### src/owu_pkg.sv
// ============================================================================
// owu_pkg
// Shared widths, fixed-point constants and helper functions for the
// three-wheel odometry update unit.
// ============================================================================
package owu_pkg;

    // Encoder count width and number of CORDIC rotation steps.
    localparam int COUNT_BITS   = 32;
    localparam int CORDIC_STEPS = 24;

    // Datapath widths.
    localparam int MUL_W  = 34;          // multiplier operand width
    localparam int PROD_W = 2 * MUL_W;   // multiplier product width
    localparam int DIV_W  = 66;          // signed dividend and quotient width
    localparam int DVS_W  = 40;          // signed divisor width
    localparam int ANG_W  = 34;          // CORDIC input angle width
    localparam int WIDE_W = 70;          // working width for sums and saturation

    // Fixed-point constants: angles in Q8.24, unit values in Q2.30.
    localparam logic signed [ANG_W-1:0] Q_TWO_PI  = ANG_W'(105414357);
    localparam logic signed [ANG_W-1:0] Q_PI      = ANG_W'(52707179);
    localparam logic signed [ANG_W-1:0] Q_HALF_PI = ANG_W'(26353589);
    localparam logic signed [ANG_W-1:0] Q_GAIN    = ANG_W'(652032874);
    localparam logic signed [ANG_W-1:0] Q_ONE30   = ANG_W'(1073741824);

    // Configuration register indexes.
    localparam logic [3:0] REG_INCH_PER_COUNT = 4'd0;
    localparam logic [3:0] REG_LEFT_OFFSET    = 4'd1;
    localparam logic [3:0] REG_RIGHT_OFFSET   = 4'd2;
    localparam logic [3:0] REG_BACK_OFFSET    = 4'd3;
    localparam logic [3:0] REG_START_HEADING  = 4'd4;
    localparam logic [3:0] REG_LEFT_ORIGIN    = 4'd5;
    localparam logic [3:0] REG_RIGHT_ORIGIN   = 4'd6;
    localparam logic [3:0] REG_JUMP_LIMIT     = 4'd7;

    // Saturate a wide signed value to the 32-bit signed range.
    function automatic logic signed [31:0] sat32(input logic signed [WIDE_W-1:0] v);
        logic signed [WIDE_W-1:0] hi;
        logic signed [WIDE_W-1:0] lo;
        hi = WIDE_W'(64'sd2147483647);
        lo = -WIDE_W'(64'sd2147483648);
        if (v > hi) begin
            return 32'sh7FFF_FFFF;
        end else if (v < lo) begin
            return 32'sh8000_0000;
        end
        return v[31:0];
    endfunction

    // Divide by 2^30, rounding toward zero.
    function automatic logic signed [WIDE_W-1:0] trunc30(input logic signed [WIDE_W-1:0] v);
        logic signed [WIDE_W-1:0] bias;
        bias = v[WIDE_W-1] ? WIDE_W'(64'sd1073741823) : '0;
        return (v + bias) >>> 30;
    endfunction

    // Sign-extend the low COUNT_BITS bits of a raw count.
    function automatic logic signed [31:0] sext_count(input logic [31:0] v);
        logic signed [31:0] t;
        t = $signed(v << (32 - COUNT_BITS));
        return t >>> (32 - COUNT_BITS);
    endfunction

    // Arctangent table for the CORDIC, Q8.24 radians.
    function automatic logic signed [ANG_W-1:0] atan_entry(input logic [4:0] i);
        logic signed [ANG_W-1:0] r;
        case (i)
            5'd0:    r = ANG_W'(13176795);
            5'd1:    r = ANG_W'(7778716);
            5'd2:    r = ANG_W'(4110060);
            5'd3:    r = ANG_W'(2086331);
            5'd4:    r = ANG_W'(1047214);
            5'd5:    r = ANG_W'(524117);
            5'd6:    r = ANG_W'(262123);
            5'd7:    r = ANG_W'(131069);
            default: begin
                if (i <= 5'd24) begin
                    r = ANG_W'(1) <<< (5'd24 - i);
                end else begin
                    r = '0;
                end
            end
        endcase
        return r;
    endfunction

endpackage

### src/owu_mul.sv
// ============================================================================
// owu_mul
// Shared signed multiplier with a registered product.
// ============================================================================
module owu_mul import owu_pkg::*; (
    input  logic                     i_clk,
    input  logic signed [MUL_W-1:0]  i_a,
    input  logic signed [MUL_W-1:0]  i_b,
    output logic signed [PROD_W-1:0] o_p
);

    logic signed [PROD_W-1:0] r_p;

    // Product register, loaded every cycle.
    always_ff @(posedge i_clk) begin
        r_p <= PROD_W'(i_a) * PROD_W'(i_b);
    end

    assign o_p = r_p;

endmodule

### config.mk
export PLATFORM = sky130hd
export DESIGN_NAME = owu_mul
export DESIGN_NICKNAME = d
export VERILOG_FILES = /design/src/owu_pkg.sv /design/src/owu_mul.sv
export SDC_FILE = /design/constraint.sdc
export NUM_CORES = 2
export LEC_CHECK = 0
export BUFFER_PORTS_ARGS = -buffer_cell sky130_fd_sc_hd__buf_2
export CORE_UTILIZATION = 30
export CTS_CLUSTER_DIAMETER = 120
export CTS_CLUSTER_SIZE = 16
export DETAILED_ROUTE_END_ITERATION = 16
export GPL_ROUTABILITY_DRIVEN = 0
export PLACE_DENSITY = 0.55
export SETUP_SLACK_MARGIN = 0.5
export SLEW_MARGIN = 20
export SYNTH_ARGS = -nofsm -noshare
export SYNTH_HDL_FRONTEND = slang
export SYNTH_SLANG_ARGS = --single-unit
export TNS_END_PERCENT = 100
### constraint.sdc
create_clock -name i_clk -period 15.1 [get_ports i_clk]
set_input_delay 0 -clock i_clk [delete_from_list [all_inputs] [get_ports i_clk]]
set_output_delay 0 -clock i_clk [all_outputs]
set_load 0.005 [all_outputs]
# Yosys cells after proc, flatten, opt, wreduce, memory -nomap -nowiden
# Cells that the tools add are included.
# totals
regBits	68
# classes
n_mul	1
# ops
operator	count
$mul A34 B34 Y68	1

# Longest topological paths before layout
# logic_depth
word_depth	1
mapped_depth	31
ltp_nobuf	29

# Worst setup path after synthesis
# Ideal clock, no wire load.
# synth_timing
path_type	input -> register
start	in i_a[33]
end	reg r_p[65] (netlist: o_p[65])
arrival_time_ns	7.418
required_time_ns	15.028
path_slack_ns	7.610
path_stages	24
path_cell_list	clkbuf_1 > nand2_1 > inv_1 > fa_1 > fa_1 > fa_1 > fa_1 > inv_1 > fa_1 > fa_1 > fa_1 > fa_1 > inv_1 > ha_1 > clkdlybuf4s50_2 > nand3_1 > or2_2 > nor2_1 > a221oi_1 > o21ai_0 > a31oi_2 > nor2_2 > o41ai_2 > xnor2_1
# synth_between
elab_chain_len	1
# synth_rtl
item	line_no	rtl
from (decl)	owu_mul.sv:7	input logic signed [MUL_W-1:0] i_a,
$mul A34 B34 Y68	owu_mul.sv:16	r_p <= PROD_W'(i_a) * PROD_W'(i_b);
to (signal assigned)	owu_mul.sv:16	
to (decl)	owu_mul.sv:12	logic signed [PROD_W-1:0] r_p;
# No other way between the ends.

# Worst setup path in the final report
# layout_timing
start	in i_a[33]
end	reg r_p[66] (netlist: o_p[66])
# Same word-level chain as after synthesis.

==> impl_summary.md <==
CTS
The deepest clock path buffer count is 2. The total setup buffers inserted after CTS is 0. The number of clock sinks is 68. The number of buffers inserted during clock tree synthesis is 9. Gates resized during post-CTS repair numbered 0. Clock-pin slew was measured on the worst setup and hold paths at 80 ps.

The clock tree from TritonCTS is built. The H-tree was split into 3 levels. The clock root buffer is sky130_fd_sc_hd__clkbuf_16.

The number of buffers inserted for hold repair after clock tree synthesis is 0.

Worst setup path
The classification of the worst setup path is primary input to flip-flop. The required time reported for the critical path endpoint is 15410 ps. The kind of capture point of the worst setup path is a flip-flop.

STA classifies the critical path startpoint as a primary input. The largest fanout on the critical path is 34. Data on the critical path arrives at its endpoint at 8380 ps.

Yosys
The share of async-settable or async-resettable flops after synthesis is 0%. Synthesis handed over a netlist of 4554 instances. Yosys mapped the design onto 69 distinct sky130hd cell types. The mean instance size in the synthesized netlist is 9.448 µm². The share of the Yosys chip area taken by registers is 3.164%. The synthesis-stage register bit count is 68. The synthesized net count is 6068. The netlist area before placement is 0.04303 mm². The Yosys step of the flow raised 0 warnings.

Counting flops with a built-in enable in the synthesized netlist gives 0. The flip-flop cell with the highest count after synthesis is sky130_fd_sc_hd__dfxtp_1.

Floorplanning
In this run the vertical extent of the chip is 380.7 µm. The region available for standard cell placement spans 0.1419 mm². The total I/O pin count is 137. The initial utilization of the core area, before any placement, comes to 30.32%.

The floorplan step defined a die boundary enclosing 0.1449 mm². The die is 380.7 µm wide. The initialized floorplan defines 138 standard-cell rows.

Global route
The first global-routing pass estimated 193.4 mm of wire. The number of antenna violations at the first check in global routing is 14. Entering global routing, the biggest net connects 35 pins. The global-route usage over all layers is 17.39%.

The number of global-route vias before repair is 32910. After global routing the overflow that remains totals 0.

Detailed routing
The via count is 29300. The detailed-route vias per instance is 4.583. The remaining number of nets flagged by the antenna check after routing is 0. The routed design has 119.7 mm of wire.

Before antenna repair, the detailed router went through 7 iterations. The initial DRC count is 1553. The routed length per instance is 18.72 µm. The number of design rule violations left after detail routing is 0.

STA
At the pin with the least slew margin, the transition time is 1075 ps. The max-slew violation total from the final report came to 0. Setup repair after global routing left no endpoint under its margin. The hold violation count in the final report came to 0. The worst pin sits at a relative slew slack of 28.36%. Counting I/O delays and the setup requirement, the final critical path takes 8062 ps. Dividing the final minimum period by the clock period gives 53.39%.

For the final routed database, the setup TNS stands at 0 ps. Setup violations remaining at the end of the flow were counted as 0. The highest achievable clock rate is 0.1240 GHz.

Min path
Along the worst hold path, the cell count comes to 2. The startpoint identified for the worst hold timing path is i_b[0]. The endpoint of the worst hold path is o_p[0].

The class of the tightest hold or removal check is primary input to flip-flop.

Cells and area
The layout net count is 6007. The area growth from synthesis to layout is 6.124%. Cells with a size suffix above 1 make up 4.535% of the layout.

For this run, the share of the core covered by cells in the final layout is 32.17%. The flip-flop count of the largest register after layout is 68.

Place
The count of buffers inserted at the top-level ports is 136. After legalization and detailed placement, the total HPWL measured 95.40 mm.

Run status
The run finished with clean final reports.

Flow run
The number of max-cap violations is 0.
==> metal layers <==
metal / vias to the layer above / global-route usage [%] / wire length, µm
met2: 697 / 29.88 / 59910
met1: 15790 / 23.11 / 51170
met5: - / 0 / 63
li1: 12660 / - / -
met3: 141 / 2.236 / 5748
met4: 12 / 4.299 / 2787
==> worst max-delay path, cell delays in order <==
cell and delay (ps):
sky130_fd_sc_hd__buf_2 590, sky130_fd_sc_hd__nand2_1 280, sky130_fd_sc_hd__inv_1 150, sky130_fd_sc_hd__fa_1 390, sky130_fd_sc_hd__inv_1 220, sky130_fd_sc_hd__fa_1 560, sky130_fd_sc_hd__inv_1 200, sky130_fd_sc_hd__fa_1 490
sky130_fd_sc_hd__fa_1 1210, sky130_fd_sc_hd__fa_1 590, sky130_fd_sc_hd__fa_1 500, sky130_fd_sc_hd__fa_1 500, sky130_fd_sc_hd__inv_1 50, sky130_fd_sc_hd__fa_1 480, sky130_fd_sc_hd__inv_1 40, sky130_fd_sc_hd__ha_1 370
sky130_fd_sc_hd__and2_1 270, sky130_fd_sc_hd__nand2_1 100, sky130_fd_sc_hd__o41ai_1 610, sky130_fd_sc_hd__a31oi_4 120, sky130_fd_sc_hd__o31ai_4 380, sky130_fd_sc_hd__a221oi_2 110, sky130_fd_sc_hd__xnor2_1 130
==> cell usage in the layout, fill, tap and decap left out, drive strengths merged, types with 56 or more instances in the layout <==
master / n
and2: 623
xnor2: 56
dfxtp: 68
buf: 156
ha: 204
inv: 1235
nor2: 56
a21oi: 63
fa: 1241
nand2: 542
==> layout make-up <==
class                           count  area (µm²)
Sequential cell                    68        1361
Clock buffer                        9       225.2
Fill cell                       14910       96270
Clock inverter                      7       102.6
Tap cell                         1890        2365
Inverter                         1232        4624
Multi-Input combinational cell   3026       36140
Antenna cell                        5       12.51
Timing Repair Buffer              156       830.8
==> logic make-up (layout without fill, tap and decap cells) <==
group,after synthesis,after routing,synth area share (%)
AO/OA/AOI/OAI,206,206,3.347
buffers and inverters,1460,1404,12.84
AND/OR/NAND/NOR,1296,1296,15.37
adder cells (fa/ha/maj),1445,1445,63.67
flip-flops,68,68,3.164
other,0,5,0
XOR/XNOR,79,79,1.608
==> worst max-delay path by stage <==
stage / slack [ps] / to / from / depth (start not counted)
2_1_floorplan: 7610 / o_p[65] / i_a[33] / 24
5_1_grt: 6580 / o_p[62] / i_a[33] / 23
6_report: 7040 / o_p[66] / i_a[33] / 23
3_5_place_dp: 6520 / o_p[66] / i_a[33] / 23
3_3_place_gp: 6710 / o_p[66] / i_a[33] / 21
4_1_cts: 6960 / o_p[66] / i_a[33] / 23
==> stage by stage <==
step	setup WS, ps	hold slack [ps]	cells	instance area [µm²]
after floorplan	7610	127.3	4554	43030
after global placement	6709	375.6	6372	45320
after detailed placement	6517	374.4	6372	45320
after CTS	6964	169.1	6388	45650
after global routing	6576	222.7	6390	45660
final	7038	214.5	6393	45660
==> synth_stat cells (all sizes together), types with 5 or more instances <==
master	instances	area share [%]
dfxtp	68	3.2
o21bai	12	0.21
and2	623	9.1
ha	204	5.9
and3	8	0.13
o41ai	6	0.17
a211oi	7	0.13
nor2b	9	0.13
nor2	56	0.50
nand2	542	4.7
nor3	5	0.058
a31oi	10	0.21
nand2b	20	0.29
nand4	11	0.16
o21ai	41	0.52
clkbuf	217	1.9
inv	1231	11
nand3	11	0.13
a21oi	63	0.75
xor2	23	0.47
buf	9	0.14
xnor2	56	1.1
a21o	37	0.65
fa	1241	58
Power is not shown: default switching activity piles up to over one toggle a cycle in this logic, so the estimate is an artifact.
