### src/owu_pkg.sv
// ============================================================================
// owu_pkg
// Shared widths, fixed-point constants and helper functions for the
// three-wheel odometry update unit.
// ============================================================================
package owu_pkg;

    // Encoder count width and number of CORDIC rotation steps.
    localparam int COUNT_BITS   = 32;
    localparam int CORDIC_STEPS = 24;

    // Datapath widths.
    localparam int MUL_W  = 34;          // multiplier operand width
    localparam int PROD_W = 2 * MUL_W;   // multiplier product width
    localparam int DIV_W  = 66;          // signed dividend and quotient width
    localparam int DVS_W  = 40;          // signed divisor width
    localparam int ANG_W  = 34;          // CORDIC input angle width
    localparam int WIDE_W = 70;          // working width for sums and saturation

    // Fixed-point constants: angles in Q8.24, unit values in Q2.30.
    localparam logic signed [ANG_W-1:0] Q_TWO_PI  = ANG_W'(105414357);
    localparam logic signed [ANG_W-1:0] Q_PI      = ANG_W'(52707179);
    localparam logic signed [ANG_W-1:0] Q_HALF_PI = ANG_W'(26353589);
    localparam logic signed [ANG_W-1:0] Q_GAIN    = ANG_W'(652032874);
    localparam logic signed [ANG_W-1:0] Q_ONE30   = ANG_W'(1073741824);

    // Configuration register indexes.
    localparam logic [3:0] REG_INCH_PER_COUNT = 4'd0;
    localparam logic [3:0] REG_LEFT_OFFSET    = 4'd1;
    localparam logic [3:0] REG_RIGHT_OFFSET   = 4'd2;
    localparam logic [3:0] REG_BACK_OFFSET    = 4'd3;
    localparam logic [3:0] REG_START_HEADING  = 4'd4;
    localparam logic [3:0] REG_LEFT_ORIGIN    = 4'd5;
    localparam logic [3:0] REG_RIGHT_ORIGIN   = 4'd6;
    localparam logic [3:0] REG_JUMP_LIMIT     = 4'd7;

    // Saturate a wide signed value to the 32-bit signed range.
    function automatic logic signed [31:0] sat32(input logic signed [WIDE_W-1:0] v);
        logic signed [WIDE_W-1:0] hi;
        logic signed [WIDE_W-1:0] lo;
        hi = WIDE_W'(64'sd2147483647);
        lo = -WIDE_W'(64'sd2147483648);
        if (v > hi) begin
            return 32'sh7FFF_FFFF;
        end else if (v < lo) begin
            return 32'sh8000_0000;
        end
        return v[31:0];
    endfunction

    // Divide by 2^30, rounding toward zero.
    function automatic logic signed [WIDE_W-1:0] trunc30(input logic signed [WIDE_W-1:0] v);
        logic signed [WIDE_W-1:0] bias;
        bias = v[WIDE_W-1] ? WIDE_W'(64'sd1073741823) : '0;
        return (v + bias) >>> 30;
    endfunction

    // Sign-extend the low COUNT_BITS bits of a raw count.
    function automatic logic signed [31:0] sext_count(input logic [31:0] v);
        logic signed [31:0] t;
        t = $signed(v << (32 - COUNT_BITS));
        return t >>> (32 - COUNT_BITS);
    endfunction

    // Arctangent table for the CORDIC, Q8.24 radians.
    function automatic logic signed [ANG_W-1:0] atan_entry(input logic [4:0] i);
        logic signed [ANG_W-1:0] r;
        case (i)
            5'd0:    r = ANG_W'(13176795);
            5'd1:    r = ANG_W'(7778716);
            5'd2:    r = ANG_W'(4110060);
            5'd3:    r = ANG_W'(2086331);
            5'd4:    r = ANG_W'(1047214);
            5'd5:    r = ANG_W'(524117);
            5'd6:    r = ANG_W'(262123);
            5'd7:    r = ANG_W'(131069);
            default: begin
                if (i <= 5'd24) begin
                    r = ANG_W'(1) <<< (5'd24 - i);
                end else begin
                    r = '0;
                end
            end
        endcase
        return r;
    endfunction

endpackage

### src/owu_div.sv
// ============================================================================
// owu_div
// Shared signed divider, truncating toward zero. Restoring division on the
// magnitudes, one quotient bit per cycle.
// ============================================================================
module owu_div import owu_pkg::*; (
    input  logic                    i_clk,
    input  logic                    i_rst_n,
    input  logic                    i_start,
    input  logic signed [DIV_W-1:0] i_dividend,
    input  logic signed [DVS_W-1:0] i_divisor,
    output logic                    o_done,
    output logic signed [DIV_W-1:0] o_quotient
);

    logic             r_busy;
    logic             r_done;
    logic             r_neg;
    logic [6:0]       r_cnt;
    logic [DIV_W-1:0] r_q;
    logic [DVS_W-1:0] r_dvs;
    logic [DVS_W-1:0] r_rem;
    logic [DVS_W:0]   rem_try;
    logic [DVS_W:0]   rem_sub;
    logic             bit_set;

    // One restoring step: bring down the next dividend bit and try the subtract.
    always_comb begin
        rem_try = {r_rem, r_q[DIV_W-1]};
        rem_sub = rem_try - {1'b0, r_dvs};
        bit_set = rem_try >= {1'b0, r_dvs};
    end

    // Control and datapath registers.
    always_ff @(posedge i_clk) begin
        if (!i_rst_n) begin
            r_busy <= 1'b0;
            r_done <= 1'b0;
        end else begin
            r_done <= 1'b0;
            if (i_start) begin
                r_busy <= 1'b1;
                r_cnt  <= '0;
                r_rem  <= '0;
                r_neg  <= i_dividend[DIV_W-1] ^ i_divisor[DVS_W-1];
                r_q    <= i_dividend[DIV_W-1] ? DIV_W'(-i_dividend) : DIV_W'(i_dividend);
                r_dvs  <= i_divisor[DVS_W-1] ? DVS_W'(-i_divisor) : DVS_W'(i_divisor);
            end else if (r_busy) begin
                r_rem <= bit_set ? rem_sub[DVS_W-1:0] : rem_try[DVS_W-1:0];
                r_q   <= {r_q[DIV_W-2:0], bit_set};
                r_cnt <= r_cnt + 7'd1;
                if (r_cnt == 7'(DIV_W - 1)) begin
                    r_busy <= 1'b0;
                    r_done <= 1'b1;
                end
            end
        end
    end

    assign o_done     = r_done;
    assign o_quotient = r_neg ? -$signed(r_q) : $signed(r_q);

endmodule

### config.mk
export PLATFORM = sky130hd
export DESIGN_NAME = owu_div
export DESIGN_NICKNAME = d
export VERILOG_FILES = /design/src/owu_pkg.sv /design/src/owu_div.sv
export SDC_FILE = /design/constraint.sdc
export NUM_CORES = 1
export LEC_CHECK = 0
export BUFFER_PORTS_ARGS = -buffer_cell sky130_fd_sc_hd__buf_2
export CAP_MARGIN = 15
export CORE_MARGIN = 2
export CORE_UTILIZATION = 55
export DETAILED_ROUTE_END_ITERATION = 10
export GPL_TIMING_DRIVEN = 1
export PLACE_DENSITY = 0.77
export SLEW_MARGIN = 10
export SYNTH_ARGS = -nofsm -noshare
export SYNTH_HDL_FRONTEND = slang
export SYNTH_SLANG_ARGS = --single-unit
### constraint.sdc
create_clock -name i_clk -period 5.6 [get_ports i_clk]
set_input_delay 0.56 -clock i_clk [delete_from_list [all_inputs] [get_ports i_clk]]
set_output_delay 0.56 -clock i_clk [all_outputs]
set_load 0.1 [all_outputs]
== Yosys cells after proc, flatten, opt, wreduce, memory -nomap -nowiden ==
Cells that the tools add are included.
Widths: inputs -> output; s select.

* $add $sub $neg: 5
* Multiply operators: 0
* Divide/modulo/power cells: 0
* $lt $le $gt $ge: 1
* Eq/ne operators: 1
* Shift operators: 0
* Muxes and demuxes: 12
* Bitwise operators: 3
* Reduce and logical (&&, ||, !) cells: 4

{| class="wikitable"
|+ Operators with widths
! operator !! count
|-
| $mux 66 || 4
|-
| $neg 66->66 || 2
|-
| $mux 40 || 2
|-
| $ge 41x40->1 || 1
|-
| $neg 40->40 || 1
|-
| $sub 40x40->40 || 1
|-
| $mux 39 || 1
|-
| $add 7x1->7 const B || 1
|-
| $eq 7x7->1 const B || 1
|-
| $mux 7 || 1
|-
| $mux 1 || 4
|-
| $reduce_and 2->1 || 2
|-
| $reduce_or 3->1 || 1
|-
| $not 1->1 || 2
|-
| $reduce_bool 2->1 || 1
|-
| $xor 1x1->1 || 1
|}

* Bits in registers: 156
* Latch bits: 0
* Bits in writable memories: 0
* ROM bits: 0
* Logic and storage cells: 34
* Memories kept: 0

== Depth between registers and ports, before layout ==
* Depth after elaboration: 4
* Gate-level depth with buffers: 14

== Least setup slack after synthesis ==
OpenSTA, ideal clock, no wires.

* Kind: register -> output
* Start: reg r_q[27]
* End: out o_quotient[60]
* Arrival: 3,899 ps
* Required time: 5,040 ps
* Slack: 1,141 ps
* Stages on the path, launching flop included: 9
* Path buffers: 1
* Path through: edfxtp_1 > or4_4 > or3_4 > or3_4 > or4_4 > or4_1 > buf_2 > o41ai_4 > xnor2_1

* Word-level cells in the longest chain between the ends: 2

{| class="wikitable"
|+ Ends and longest elaborated chain
! item !! line !! RTL
|-
| from (decl) || owu_div.sv:20 || <nowiki>logic [DIV_W-1:0] r_q;</nowiki>
|-
| from (signal assigned) || owu_div.sv:46 || <nowiki>r_q <= i_dividend[DIV_W-1] ? DIV_W'(-i_dividend) : DIV_W'(i_dividend);</nowiki>
|-
| from (signal assigned) || owu_div.sv:50 || <nowiki>r_q <= {r_q[DIV_W-2:0], bit_set};</nowiki>
|-
| $neg 66->66 || owu_div.sv:61 || <nowiki>assign o_quotient = r_neg ? -$signed(r_q) : $signed(r_q);</nowiki>
|-
| $mux 66 || owu_div.sv:61 ||
|-
| to (decl) || owu_div.sv:13 || <nowiki>output logic signed [DIV_W-1:0] o_quotient</nowiki>
|}

Every way passes these cells.

== Final worst setup path ==
* Start: reg r_q[13]
* End: out o_quotient[64]

Same word-level chain as after synthesis.

==> key figures <==
Run status
  • Status: complete, no violations

Synth
  • FFs w/ async S/R, synth: 0
  • EDFF count, synth: 154
  • Synth Area in Adders: 0.0481
  • Largest family of logic cells by synthesized area: compound AO/OA/AOI/OAI gates
  • Mux contribution to synthesized area: 0.00992
  • Ys Warns: 0
  • Yosys cell types: 65
  • Post-synthesis sequential area ratio: 0.385
  • Synth Flop Type: edfxtp_1
  • Net Count, Synth: 1498
  • Xor/xnor cell area share of the yosys netlist: 0.140
  • Compound-cell area share of the yosys netlist: 0.192
  • Cell count after synthesis: 1343
  • Mapped Avg Cell Area: 9.02 um^2
  • Synth Area in Simple Gates: 0.188
  • Yosys reg bits: 156
  • Synth Cell Area: 0.0121 mm^2

Pwr
  • Net Sw Frac: 0.394
  • Pwr dens: 314 mW/mm^2
  • Switching Power: 0.00171 W
  • Part of the power in registers: 0.347
  • Leakage power: 5.31 nW
  • Clock Power Share: 0.289
  • Gate power share: 0.364
  • Max VDD drop: 0.217 mV
  • Internal power: 0.00262 W

Clock network
  • Sink Count: 156
  • Clk_lat worst skew: 430 ps
  • Root Buffer: clkbuf_16
  • Resized cells post-CTS: 0
  • CTS HTree Levels: 4
  • # Post-CTS Setup Buffers: 0
  • Hold_buf cts: 0
  • CTS max path bufs: 2
  • CTS tree: done
  • Num CTS Buffers: 17
  • Clk slew on worst S/H paths: 60 ps

Floorplanning
  • Core Box Area: 0.0217 mm^2
  • Row cnt: 54
  • I/O Pins: 176
  • Initial core utilization: 0.558
  • Die Wd: 152 um
  • Die area: 0.0232 mm^2
  • Die height: 152 um

Setup path
  • Critical Path End Type: output port
  • Slowest stage cell, crit path: or4_1
  • R2r endpoint: r_rem[39]
  • Crit path to: o_quotient[64]
  • R2R depth: 10
  • Most frequent CP cell: or4_1
  • CP top delay family: simple AND/OR/NAND/NOR gates
  • Bufs and invs on worst path: 1
  • WP data required: 5040 ps
  • Worst Setup SP: r_q[13]
  • Startpoint Class: flop
  • Largest stage delay, worst path: 650 ps
  • CP cell instances: or4_1, nor4_2, nand4b_1, or4_4, or4_1, nor2_1, nand2_1, a21oi_1, xnor2_1, buf_2
  • Critical path arrival: 4560 ps
  • CP max FO: 6
  • R2R Setup Slk: 1520 ps
  • Crit path kind: reg -> out
  • Levels on crit path: 10
  • Reg-to-reg critical path startpoint: r_rem[2]

Routing
  • Via Count: 11100
  • Initial drt markers: 981
  • DRC: 0
  • Avg WL per Cell: 18.4 um
  • WL final: 32700 um
  • First-pass iteration count of the detailed router: 5
  • Routed vias/inst: 6.23
  • Antenna Nets Post-Route: 0

Timing
  • RSZ-0062 raised after global routing: false
  • Endpoints failing setup: 0
  • Post-layout min period: 5120 ps
  • Max-slew violation count: 0
  • Worst Skew: 11.5 ps
  • Fmax: 195 MHz
  • Final hold vios: 0
  • Slew headroom: 0.255
  • Final period util: 0.914
  • TNS Setup: 0 ps
  • Worst Tran Pin Value: 1120 ps

Place
  • Routability Congestion: 0.926
  • Port buffer count: 175
  • Placed cell areas: 0.0132 mm^2
  • Placed Cells: 1749
  • DP HPWL: 23900 um

Layout
  • Most common cell after layout, fill and taps aside: buf_2
  • ANT cells: 0
  • Final instance area: 0.0138 mm^2
  • Area delta synth->final: 14.0%
  • Final Net Count: 1643
  • Share of layout cells above drive strength 1: 0.167
  • Layout Utilization: 0.637
  • Finished Layout Cells: 1781
  • Most frequent cells in the layout: buf_2 (174), edfxtp_1 (154), nand2_1 (140)

Global route
  • First-pass GRT wire length: 52200 um
  • Total GRT Usage: 0.275
  • GRT Residual Overflow: 0
  • Initial antenna violation count: 0
  • Largest net degree at the start of global routing: 67
  • Vias in the first global route: 10300

Min path
  • HP Class: in -> reg

Run
  • Max Cap Viol: 0
per-layer routing:
metal	vias to the layer above	routed length [um]	track usage
met5	-	0	0
met4	0	857	0.0926
met3	58	2220	0.0392
met2	472	15300	0.450
met1	5329	14300	0.378
li1	5240	-	-
power groups by stage:
stage                     Clock [W]  Sequential [W]  Combinational, W
after detailed placement          0         0.00152           0.00155
after CTS                   0.00126         0.00150           0.00156
after floorplan                   0         0.00150           0.00124
after global placement            0         0.00152           0.00153
after global routing        0.00130         0.00151           0.00168
final                       0.00125         0.00150           0.00158
logic make-up after synthesis:
group / Yosys count
simple gates: 456
xor+xnor: 194
compound gates: 365
fa+ha+maj: 46
mux: 11
buf+inv: 115
flops: 156
cell type report:
class                      count  area [um^2]
fill                        1856         7880
multi-input combinational   1072         7020
sequential                   156         4660
timing repair buffer         181          923
clock buffer                  17          425
tap                          280          350
inverter                      60          225
clock inverter                15          198
state kept, by name (all words and copies together) (netlist names):
| register | flops |
|---|---|
| r_busy | 1 |
| r_rem | 40 |
| r_q | 66 |
| r_cnt | 7 |
| r_dvs | 40 |
| o_done | 1 |
| r_neg | 1 |
worst min-delay path by stage:
stage	to	slack (ps)	startpoint	depth (start not counted)
4_1_cts	r_dvs[0]	340	i_divisor[0]	1
3_3_place_gp	o_done	440	r_busy	2
2_1_floorplan	o_done	420	r_busy	2
5_1_grt	r_dvs[0]	350	i_divisor[0]	1
3_5_place_dp	o_done	450	r_busy	2
6_report	r_dvs[0]	350	i_divisor[0]	1
worst register-to-register path, cell delays in order, from the launching register on:
cell	delay (ps)
edfxtp_1	410
ha_1	370
a21oi_1	170
nor2b_1	80
or4_1	530
nand3_1	170
a211o_1	230
a31oi_1	240
a221oi_2	850
nor2_1	420
a32o_1	340
cells in the mapped netlist (9+ instances only):
| cell | count | share of area |
|---|---|---|
| o21ai_0 | 88 | 0.036 |
| nor4_1 | 16 | 0.0083 |
| nand3_1 | 29 | 0.012 |
| xor2_1 | 71 | 0.051 |
| nor2_1 | 109 | 0.034 |
| a21o_1 | 20 | 0.012 |
| clkbuf_1 | 47 | 0.015 |
| nand2b_1 | 19 | 0.0098 |
| inv_1 | 60 | 0.019 |
| a211oi_1 | 9 | 0.0056 |
| ha_1 | 45 | 0.046 |
| or3_1 | 25 | 0.013 |
| nor2b_1 | 9 | 0.0046 |
| edfxtp_1 | 154 | 0.38 |
| nor3_1 | 27 | 0.011 |
| or2_2 | 10 | 0.0052 |
| o41ai_1 | 25 | 0.018 |
| nand2_1 | 140 | 0.043 |
| a21oi_1 | 129 | 0.053 |
| or4_1 | 26 | 0.016 |
| xnor2_1 | 123 | 0.089 |
| o31ai_1 | 46 | 0.029 |
stage by stage:
stage	setup WS (ps)	hold slack (ps)	total power [W]
finish	480	345	0.00433
global route	296	346	0.00449
CTS	499	337	0.00432
detailed placement	1050	448	0.00307
global placement	1180	437	0.00305
floorplan	1140	421	0.00274
No activity file was read; power rests on OpenSTA's default activity.
