### src/owu_pkg.sv
// ============================================================================
// owu_pkg
// Shared widths, fixed-point constants and helper functions for the
// three-wheel odometry update unit.
// ============================================================================
package owu_pkg;

    // Encoder count width and number of CORDIC rotation steps.
    localparam int COUNT_BITS   = 32;
    localparam int CORDIC_STEPS = 24;

    // Datapath widths.
    localparam int MUL_W  = 34;          // multiplier operand width
    localparam int PROD_W = 2 * MUL_W;   // multiplier product width
    localparam int DIV_W  = 66;          // signed dividend and quotient width
    localparam int DVS_W  = 40;          // signed divisor width
    localparam int ANG_W  = 34;          // CORDIC input angle width
    localparam int WIDE_W = 70;          // working width for sums and saturation

    // Fixed-point constants: angles in Q8.24, unit values in Q2.30.
    localparam logic signed [ANG_W-1:0] Q_TWO_PI  = ANG_W'(105414357);
    localparam logic signed [ANG_W-1:0] Q_PI      = ANG_W'(52707179);
    localparam logic signed [ANG_W-1:0] Q_HALF_PI = ANG_W'(26353589);
    localparam logic signed [ANG_W-1:0] Q_GAIN    = ANG_W'(652032874);
    localparam logic signed [ANG_W-1:0] Q_ONE30   = ANG_W'(1073741824);

    // Configuration register indexes.
    localparam logic [3:0] REG_INCH_PER_COUNT = 4'd0;
    localparam logic [3:0] REG_LEFT_OFFSET    = 4'd1;
    localparam logic [3:0] REG_RIGHT_OFFSET   = 4'd2;
    localparam logic [3:0] REG_BACK_OFFSET    = 4'd3;
    localparam logic [3:0] REG_START_HEADING  = 4'd4;
    localparam logic [3:0] REG_LEFT_ORIGIN    = 4'd5;
    localparam logic [3:0] REG_RIGHT_ORIGIN   = 4'd6;
    localparam logic [3:0] REG_JUMP_LIMIT     = 4'd7;

    // Saturate a wide signed value to the 32-bit signed range.
    function automatic logic signed [31:0] sat32(input logic signed [WIDE_W-1:0] v);
        logic signed [WIDE_W-1:0] hi;
        logic signed [WIDE_W-1:0] lo;
        hi = WIDE_W'(64'sd2147483647);
        lo = -WIDE_W'(64'sd2147483648);
        if (v > hi) begin
            return 32'sh7FFF_FFFF;
        end else if (v < lo) begin
            return 32'sh8000_0000;
        end
        return v[31:0];
    endfunction

    // Divide by 2^30, rounding toward zero.
    function automatic logic signed [WIDE_W-1:0] trunc30(input logic signed [WIDE_W-1:0] v);
        logic signed [WIDE_W-1:0] bias;
        bias = v[WIDE_W-1] ? WIDE_W'(64'sd1073741823) : '0;
        return (v + bias) >>> 30;
    endfunction

    // Sign-extend the low COUNT_BITS bits of a raw count.
    function automatic logic signed [31:0] sext_count(input logic [31:0] v);
        logic signed [31:0] t;
        t = $signed(v << (32 - COUNT_BITS));
        return t >>> (32 - COUNT_BITS);
    endfunction

    // Arctangent table for the CORDIC, Q8.24 radians.
    function automatic logic signed [ANG_W-1:0] atan_entry(input logic [4:0] i);
        logic signed [ANG_W-1:0] r;
        case (i)
            5'd0:    r = ANG_W'(13176795);
            5'd1:    r = ANG_W'(7778716);
            5'd2:    r = ANG_W'(4110060);
            5'd3:    r = ANG_W'(2086331);
            5'd4:    r = ANG_W'(1047214);
            5'd5:    r = ANG_W'(524117);
            5'd6:    r = ANG_W'(262123);
            5'd7:    r = ANG_W'(131069);
            default: begin
                if (i <= 5'd24) begin
                    r = ANG_W'(1) <<< (5'd24 - i);
                end else begin
                    r = '0;
                end
            end
        endcase
        return r;
    endfunction

endpackage

### src/owu_sincos.sv
// ============================================================================
// owu_sincos
// Sine and cosine of a Q8.24 angle in Q2.30. The angle is reduced modulo
// two pi by shifted subtraction, folded into [-pi/2, pi/2], then rotated by
// an iterative CORDIC, one step per cycle.
// ============================================================================
module owu_sincos import owu_pkg::*; (
    input  logic                    i_clk,
    input  logic                    i_rst_n,
    input  logic                    i_start,
    input  logic signed [ANG_W-1:0] i_angle,
    output logic                    o_done,
    output logic signed [31:0]      o_cos,
    output logic signed [31:0]      o_sin
);

    localparam logic [1:0] ST_IDLE   = 2'd0;
    localparam logic [1:0] ST_REDUCE = 2'd1;
    localparam logic [1:0] ST_FOLD   = 2'd2;
    localparam logic [1:0] ST_ROTATE = 2'd3;

    logic [1:0]              r_st;
    logic                    r_done;
    logic                    r_neg;
    logic                    r_flip;
    logic [2:0]              r_k;
    logic [4:0]              r_i;
    logic [ANG_W-1:0]        r_m;
    logic signed [ANG_W-1:0] r_x;
    logic signed [ANG_W-1:0] r_y;
    logic signed [ANG_W-1:0] r_z;
    logic signed [31:0]      r_cos;
    logic signed [31:0]      r_sin;

    logic [ANG_W-1:0]        red_step;
    logic signed [ANG_W-1:0] fold_a;
    logic signed [ANG_W-1:0] fold_b;
    logic signed [ANG_W-1:0] fold_z;
    logic                    fold_flip;
    logic signed [ANG_W-1:0] xs;
    logic signed [ANG_W-1:0] ys;
    logic signed [ANG_W-1:0] x_nxt;
    logic signed [ANG_W-1:0] y_nxt;
    logic signed [ANG_W-1:0] x_fin;
    logic signed [ANG_W-1:0] y_fin;
    logic signed [31:0]      c_clamp;
    logic signed [31:0]      s_clamp;

    // Angle reduction and folding.
    always_comb begin
        red_step = ANG_W'(Q_TWO_PI) << r_k;
        fold_a   = (r_neg && (r_m != '0)) ? Q_TWO_PI - $signed(r_m) : $signed(r_m);
        fold_b   = (fold_a >= Q_PI) ? fold_a - Q_TWO_PI : fold_a;
        if (fold_b > Q_HALF_PI) begin
            fold_z    = fold_b - Q_PI;
            fold_flip = 1'b1;
        end else if (fold_b < -Q_HALF_PI) begin
            fold_z    = fold_b + Q_PI;
            fold_flip = 1'b1;
        end else begin
            fold_z    = fold_b;
            fold_flip = 1'b0;
        end
    end

    // One CORDIC rotation step and the final sign flip and clamp.
    always_comb begin
        xs = r_x >>> r_i;
        ys = r_y >>> r_i;
        if (r_z >= 0) begin
            x_nxt = r_x - ys;
            y_nxt = r_y + xs;
        end else begin
            x_nxt = r_x + ys;
            y_nxt = r_y - xs;
        end
        x_fin = r_flip ? -x_nxt : x_nxt;
        y_fin = r_flip ? -y_nxt : y_nxt;
        if (x_fin > Q_ONE30) begin
            c_clamp = 32'(Q_ONE30);
        end else if (x_fin < -Q_ONE30) begin
            c_clamp = 32'(-Q_ONE30);
        end else begin
            c_clamp = x_fin[31:0];
        end
        if (y_fin > Q_ONE30) begin
            s_clamp = 32'(Q_ONE30);
        end else if (y_fin < -Q_ONE30) begin
            s_clamp = 32'(-Q_ONE30);
        end else begin
            s_clamp = y_fin[31:0];
        end
    end

    // Sequencer.
    always_ff @(posedge i_clk) begin
        if (!i_rst_n) begin
            r_st   <= ST_IDLE;
            r_done <= 1'b0;
        end else begin
            r_done <= 1'b0;
            unique case (r_st)
                ST_IDLE: begin
                    if (i_start) begin
                        r_neg <= i_angle[ANG_W-1];
                        r_m   <= i_angle[ANG_W-1] ? ANG_W'(-i_angle) : ANG_W'(i_angle);
                        r_k   <= 3'd6;
                        r_st  <= ST_REDUCE;
                    end
                end
                ST_REDUCE: begin
                    if (r_m >= red_step) begin
                        r_m <= r_m - red_step;
                    end
                    if (r_k == 3'd0) begin
                        r_st <= ST_FOLD;
                    end else begin
                        r_k <= r_k - 3'd1;
                    end
                end
                ST_FOLD: begin
                    r_z    <= fold_z;
                    r_flip <= fold_flip;
                    r_x    <= Q_GAIN;
                    r_y    <= '0;
                    r_i    <= '0;
                    r_st   <= ST_ROTATE;
                end
                ST_ROTATE: begin
                    r_x <= x_nxt;
                    r_y <= y_nxt;
                    r_z <= (r_z >= 0) ? r_z - atan_entry(r_i) : r_z + atan_entry(r_i);
                    r_i <= r_i + 5'd1;
                    if (r_i == 5'(CORDIC_STEPS - 1)) begin
                        r_cos  <= c_clamp;
                        r_sin  <= s_clamp;
                        r_done <= 1'b1;
                        r_st   <= ST_IDLE;
                    end
                end
                default: r_st <= ST_IDLE;
            endcase
        end
    end

    assign o_done = r_done;
    assign o_cos  = r_cos;
    assign o_sin  = r_sin;

endmodule

### config.mk
export PLATFORM = sky130hd
export DESIGN_NAME = owu_sincos
export DESIGN_NICKNAME = d
export VERILOG_FILES = /design/src/owu_pkg.sv /design/src/owu_sincos.sv
export SDC_FILE = /design/constraint.sdc
export NUM_CORES = 1
export LEC_CHECK = 0
export ABC_CLOCK_PERIOD_IN_PS = 8600
export BUFFER_PORTS_ARGS = -buffer_cell sky130_fd_sc_hd__clkbuf_2
export CORE_MARGIN = 2
export CORE_UTILIZATION = 50
export CTS_CLUSTER_DIAMETER = 60
export DETAILED_ROUTE_END_ITERATION = 8
export PLACE_DENSITY_LB_ADDON = 0.2
export RECOVER_POWER = 100
export SLEW_MARGIN = 15
export SYNTH_ARGS = -nofsm -noshare
export SYNTH_HDL_FRONTEND = slang
export SYNTH_SLANG_ARGS = --single-unit
### constraint.sdc
create_clock -name i_clk -period 8.6 [get_ports i_clk]
set_input_delay 0.43 -clock i_clk [delete_from_list [all_inputs] [get_ports i_clk]]
set_output_delay 0.43 -clock i_clk [all_outputs]
set_load 0.02 [all_outputs]
# ---- Word-level counts from Yosys, hierarchy flattened
# Index checks and enable logic that the tools add are counted.
dict set report totals {
  ff_bits 213
  inputBits 37
  output_inout_bits 65
}
dict set report classes {
  add_sub_neg 17
  n_lt_le_gt_ge 10
  n_eq_ne 16
  shifts 4
  mux 32
  n_reduce_logical 17
}
# cell count
set ops {}
lappend ops {{$mux 34} 15}
lappend ops {{$pmux 34 s2} 4}
lappend ops {{$pmux 34 s8} 1}
lappend ops {{$sub 34x34->34} 4}
lappend ops {{$add 34x34->34} 3}
lappend ops {{$neg 34->34} 3}
lappend ops {{$gt 34x32->1 const B} 2}
lappend ops {{$lt 34x31->1 const B} 2}
lappend ops {{$sshr 34x5->34} 2}
lappend ops {{$mux 32} 2}
lappend ops {{$add 34x27->34 const B} 1}
lappend ops {{$ge 34x1->1 const B} 1}
lappend ops {{$ge 34x27->1 const B} 1}
lappend ops {{$ge 34x34->1} 1}
lappend ops {{$gt 34x26->1 const B} 1}
lappend ops {{$lt 34x26->1 const B} 1}
lappend ops {{$reduce_bool 34->1} 1}
lappend ops {{$shl 27x3->34 const A} 1}
lappend ops {{$sshl 2x5->34 const A} 1}
lappend ops {{$sub 28x34->34 const A} 1}
lappend ops {{$sub 34x27->34 const B} 1}
lappend ops {{$sub 34x28->34 const B} 1}
lappend ops {{$eq 5x3->1 const B} 4}
lappend ops {{$eq 5x2->1 const B} 2}
lappend ops {{24 further kinds} 40}

# ---- Longest topological paths before layout
dict set report logic_depth {
  ltp_word 9
  ltp_mapped 36
  mapped_depth_nobuf 29
}

# ---- Least setup slack after synthesis
# Ideal clock, no wire load.
dict set report synth_timing {
  path_type {register -> register}
  startpoint {register r_i[0]}
  endpoint {register r_cos[13] (netlist: o_cos[13]), data pin}
  setup_time_ns 0.270
  t_arrival_ns 7.742
  slack_ns 0.588
  path_stages_with_launch 35
  path_buffers 6
  path_cell_list {edfxtp_1 -> buf_2 -> buf_6 -> buf_6 -> buf_6 -> mux4_2 -> mux2_2 -> or2_2 -> a221oi_1 -> a31oi_1 -> nor2_1 -> nand2_1 -> or3_1 -> or3_1 -> and2_1 -> xnor2_1 -> ha_1 -> inv_1 -> nor2_1 -> o21a_1 -> nor2_1 -> o21a_1 -> a211o_1 -> a211oi_1 -> nand4_1 -> or4_1 -> clkbuf_1 -> nor2_1 -> nand3_1 -> or4b_1 -> o31ai_1 -> xnor2_1 -> o311ai_1 -> clkbuf_1 -> a21oi_1}
}
dict set report synth_via {
  elab_chain_cells 7
  elab_cells_between_ends 9
}
# item line
set synth_rtl {}
lappend synth_rtl {{start: declaration} owu_sincos.sv:27} ;# logic [4:0] r_i;
lappend synth_rtl {{start signal: assignment} owu_sincos.sv:133} ;# r_i <= r_i + 5'd1;
lappend synth_rtl {{$sshr 34x5->34 (*)} owu_sincos.sv:69} ;# ys = r_y >>> r_i;
lappend synth_rtl {{$add 34x34->34 / $sub 34x34->34 (equally long branches)} {owu_sincos.sv:74, owu_sincos.sv:71}}
lappend synth_rtl {{$mux 34 (*)} owu_sincos.sv:70} ;# if (r_z >= 0) begin
lappend synth_rtl {{$neg 34->34} owu_sincos.sv:77} ;# x_fin = r_flip ? -x_nxt : x_nxt;
lappend synth_rtl {{$mux 34 (*)} owu_sincos.sv:77}
lappend synth_rtl {{$gt 34x32->1 / $lt 34x31->1 (equally long branches)} {owu_sincos.sv:79, owu_sincos.sv:81}}
lappend synth_rtl {{$reduce_or 2->1 (no line)} --}
lappend synth_rtl {{end signal: assignment} owu_sincos.sv:135} ;# r_cos <= c_clamp;
lappend synth_rtl {{end: declaration} owu_sincos.sv:32} ;# logic signed [31:0] r_cos;
# Every way passes the cells marked *; elsewhere a longest branch is shown, timed or not.
# A chain may end at the register's enable or synchronous reset.

# ---- Final worst setup path
dict set report layout_timing {
  startpoint {register r_m[12]}
  endpoint {register r_z[20], data pin}
}
dict set report layout_via {
  elab_chain_cells 9
  elab_cells_between_ends 14
}
# item line
set layout_rtl {}
lappend layout_rtl {{start: declaration} owu_sincos.sv:28} ;# logic [ANG_W-1:0] r_m;
lappend layout_rtl {{start signal: assignment} owu_sincos.sv:106} ;# r_m <= i_angle[ANG_W-1] ? ANG_W'(-i_angle) : ANG_W'(i_angle);
lappend layout_rtl {{start signal: assignment} owu_sincos.sv:113} ;# r_m <= r_m - red_step;
lappend layout_rtl {{branches (longest 2 deep; another with $sub 28x34->34)} --}
lappend layout_rtl {{$mux 34 (*)} owu_sincos.sv:52} ;# fold_a = (r_neg && (r_m != '0)) ? Q_TWO_PI - $signed(r_m) : $signed(r_m);
lappend layout_rtl {{$sub 34x28->34 / $ge 34x27->1 (equally long branches)} owu_sincos.sv:53} ;# fold_b = (fold_a >= Q_PI) ? fold_a - Q_TWO_PI : fold_a;
lappend layout_rtl {{$mux 34 (*)} owu_sincos.sv:53}
lappend layout_rtl {{$add 34x27->34 / $lt 34x26->1 (equally long branches)} {owu_sincos.sv:58, owu_sincos.sv:57}}
lappend layout_rtl {{$mux 34} owu_sincos.sv:57} ;# end else if (fold_b < -Q_HALF_PI) begin
lappend layout_rtl {{$mux 34 (*)} owu_sincos.sv:54} ;# if (fold_b > Q_HALF_PI) begin
lappend layout_rtl {{$pmux 34 s2 (*)} owu_sincos.sv:102} ;# unique case (r_st)
lappend layout_rtl {{end signal: assignment} owu_sincos.sv:122} ;# r_z <= fold_z;
lappend layout_rtl {{end signal: assignment} owu_sincos.sv:132} ;# r_z <= (r_z >= 0) ? r_z - atan_entry(r_i) : r_z + atan_entry(r_i);
lappend layout_rtl {{end: declaration} owu_sincos.sv:31} ;# logic signed [ANG_W-1:0] r_z;
# Mark *: on every way between the ends.

==> impl_metrics.ini <==
[floorplan]
die-area_um2 = 60460
io_pins = 102
start_util_pct = 50.61
die_w_um = 245.9
die_y_um = 245.9
fp-row-count = 88
core_area_um2 = 57810

[finish]
diodes = 0
post-route-util_pct = 55.07
final_nets = 3922
multi_input_area_um2 = 21730
syn_to_final_growth_pct = 8.819
layout-drive-gt1-share_pct = 9.922
regArea_um2 = 6366
nFillCells = 5607

[job]
drv_cap = 7

[synthesis]
synth_common_cells = nand2_1, nor2_1, a21oi_1
synth.area.top_cells = edfxtp_1, ha_1, xnor2_1, nand2_1, a21oi_1
syn_area_um2 = 29250
yosysMostFrequentCell = nand2_1
synthArstFlopShare_pct = 0
synthCells = 3663
ys_ff_latch = 213
syn_nets = 3871
netlist.area_leader.share_pct = 21.56
synth_top_area_cell = edfxtp_1
ys.flop_type = edfxtp_1
synth_edf_count = 210
yosysWarningCount = 0
synth.distinct_cells = 113
ys_seq_area_share_pct = 21.76
avgSynthCellArea_um2 = 7.986

[critical_path]
path_max_fanout = 21
reg2reg_to = r_z[20]$_DFFE_PP_
crit_family = compound AO/OA/AOI/OAI gates
end_kind = flip-flop
cp.required_ps = 8760
slowest_delay_ps = 650
ff2ff_path_depth = 25
cp-start-kind = flip-flop
r2r-start = r_m[12]$_DFFE_PP_
arrival_ps = 8330
r2r_slack_ps = 430
critical_path.slowest_cell = a211o_1
path_class = flip-flop to flip-flop
path_buf_inv = 0

[route]
drc = 0
drt_pass1_iterations = 6
drt_iter0_markers = 2470
drt-total-wl_mm = 90.71
vias = 28580
viasPerCell = 6.345
drtAntennaViolNets = 0
routedWlPerCell_um = 20.14

[clocking]
clk_pin_slew_ps = 50
cts_max_path_buffers = 3
root_buffer = clkbuf_16
clk_latency_ps = 570
cts_tree = built
cts-buffers-inserted = 35
h-tree-depth = 2
clock_sinks = 213

[sta]
fin_hold_ws_ps = 205.8
maxClockFrequency_ghz = 0.1223
min_period_ps = 8174
worstMarginPinSlew_ps = 4271
slew_headroom_pct = -184.7
clock_skew_ps = 27.35
finalSetupTns_ps = 0
hold_viol_final = 0
setup_ws_ps = 426.4
setup_viol = 0
fin_crit_sh_pct = 95.04
slew_violations = 391

[power_and_ir_drop]
p_leak_nw = 11.72
peakVddDrop_uv = 233.0
power_density_nw_per_um2 = 391.1

[global_routing]
track_usage_pct = 29.01
grt_remaining_overflow = 0
antenna_found_initial = 2
grt_pass1_wl_mm = 142.7
grt_max_degree = 70
grt_pass1_vias = 26390

[hold_path]
min_from = i_angle[0]
hold_end = r_m[0]$_DFFE_PP_
whs_path_depth = 3
hp-class = input pin to flip-flop

[place]
place_congestion = 0.9868
hpwl_mm = 68.55
preCtsSetupSlack_ps = 170.1
port_buffers = 101

[outcome]
status = complete, but fails checks
violations = max-capacitance violations, max-slew violations
-- cell type report --
class                   count  share of cell area [%]
clock buffers              41                   2.920
repair buffers            192                   3.506
multi-input cells        3139                   68.27
clock inverters            21                  0.7193
inverters                 133                   1.580
flip-flops and latches    213                   20.00
well taps                 765                   3.007
-- power breakdown --
group	internal, mW	total (mW)	switching, mW
sequential	1.54	1.79	0.243
combinational	3.51	9.22	5.70
clock	0.895	1.45	0.551
total	5.95	12.5	6.50
-- stage by stage --
stage,area [um^2],power [mW],std cells
4_1_cts,31770,12.28,4493
3_5_place_dp,30610,10.76,4431
3_3_place_gp,30610,10.73,4431
2_1_floorplan,29250,8.629,3663
5_1_grt,31830,13.47,4504
6_report,31830,12.45,4504
-- worst min-delay path: cells and delay by family --
family | cells | cell delay, ps
compound gates | 1 | 100
buf+inv | 1 | 90
simple gates | 1 | 30
-- cell usage in the layout, fill, tap and decap left out, types with 13 or more instances in the layout --
master,synthesis,final
nand2_1,387,387
nor2_1,328,327
a21oi_1,277,277
o21ai_0,264,275
xnor2_1,237,238
edfxtp_1,210,210
ha_1,167,167
inv_1,125,126
xor2_1,113,113
nand3_1,97,97
nor3_1,98,96
clkbuf_1,105,81
buf_4,11,71
or3_1,64,64
mux4_2,61,61
a21o_1,60,60
o31ai_1,57,57
mux2i_1,57,56
a31oi_1,50,50
nand2b_1,50,50
o21a_1,41,41
o211ai_1,40,40
a211oi_1,38,38
and2_1,47,38
nor4_1,39,37
clkbuf_16,0,37
clkbuf_2,0,36
or2_2,34,34
and3_1,34,34
nand4_1,31,31
mux2_2,29,28
nor2b_1,28,28
o22ai_1,21,20
a21boi_0,18,20
or4_1,20,19
o21bai_1,18,18
o21ai_1,28,16
and4_1,13,13
-- per-layer routing --
| metal | vias up | routed length (um) | GRT usage (%) |
|---|---|---|---|
| li1 | 13870 | - | - |
| met1 | 13560 | 39210 | 37.82 |
| met2 | 954 | 43550 | 49.72 |
| met3 | 193 | 4827 | 2.848 |
| met4 | 0 | 3125 | 10.55 |
| met5 | - | 0 | 0 |
-- timing repair --
action / 4_1_cts / 5_1_grt
buffers inserted: 0 / 9
resized for setup: 0 / 29
endpoints found under the setup margin: 0 / 61
hold buffers: 0 / 0
-- kinds of logic (layout without fill, tap and decap cells) --
logic type               Yosys count  after routing  synth area share [%]
AO/OA/AOI/OAI                   1130           1131                 25.41
XOR/XNOR                         353            353                 10.65
adder cells (fa/ha/maj)          171            171                 7.416
buffers and inverters            312            387                 4.410
flip-flops                       213            213                 21.76
multiplexers                     148            148                 7.810
AND/OR/NAND/NOR                 1336           1336                 22.55
-- sequential cells by signal, indices dropped and copies added, names as in the netlist --
signal	count
r_i	5
o_cos	32
o_sin	32
r_st	2
r_k	3
r_y	34
o_done	1
r_z	34
r_x	34
r_flip	1
r_neg	1
r_m	34
-- how the worst max path moves through the flow --
stage | from | cells after the start | endpoint
2_1_floorplan | r_i[0]$_SDFFCE_PN0P_ | 34 | o_cos[13]$_SDFFCE_PP0P_
3_3_place_gp | r_i[0]$_SDFFCE_PN0P_ | 28 | o_cos[26]$_SDFFCE_PP0P_
3_5_place_dp | r_i[0]$_SDFFCE_PN0P_ | 26 | o_cos[11]$_SDFFCE_PP0P_
4_1_cts | r_i[0]$_SDFFCE_PN0P_ | 28 | o_cos[8]$_SDFFCE_PP0P_
5_1_grt | r_i[0]$_SDFFCE_PN0P_ | 30 | o_cos[11]$_SDFFCE_PP0P_
6_report | r_m[12]$_DFFE_PP_ | 25 | r_z[20]$_DFFE_PP_
Power figures use the tool's default switching activity.
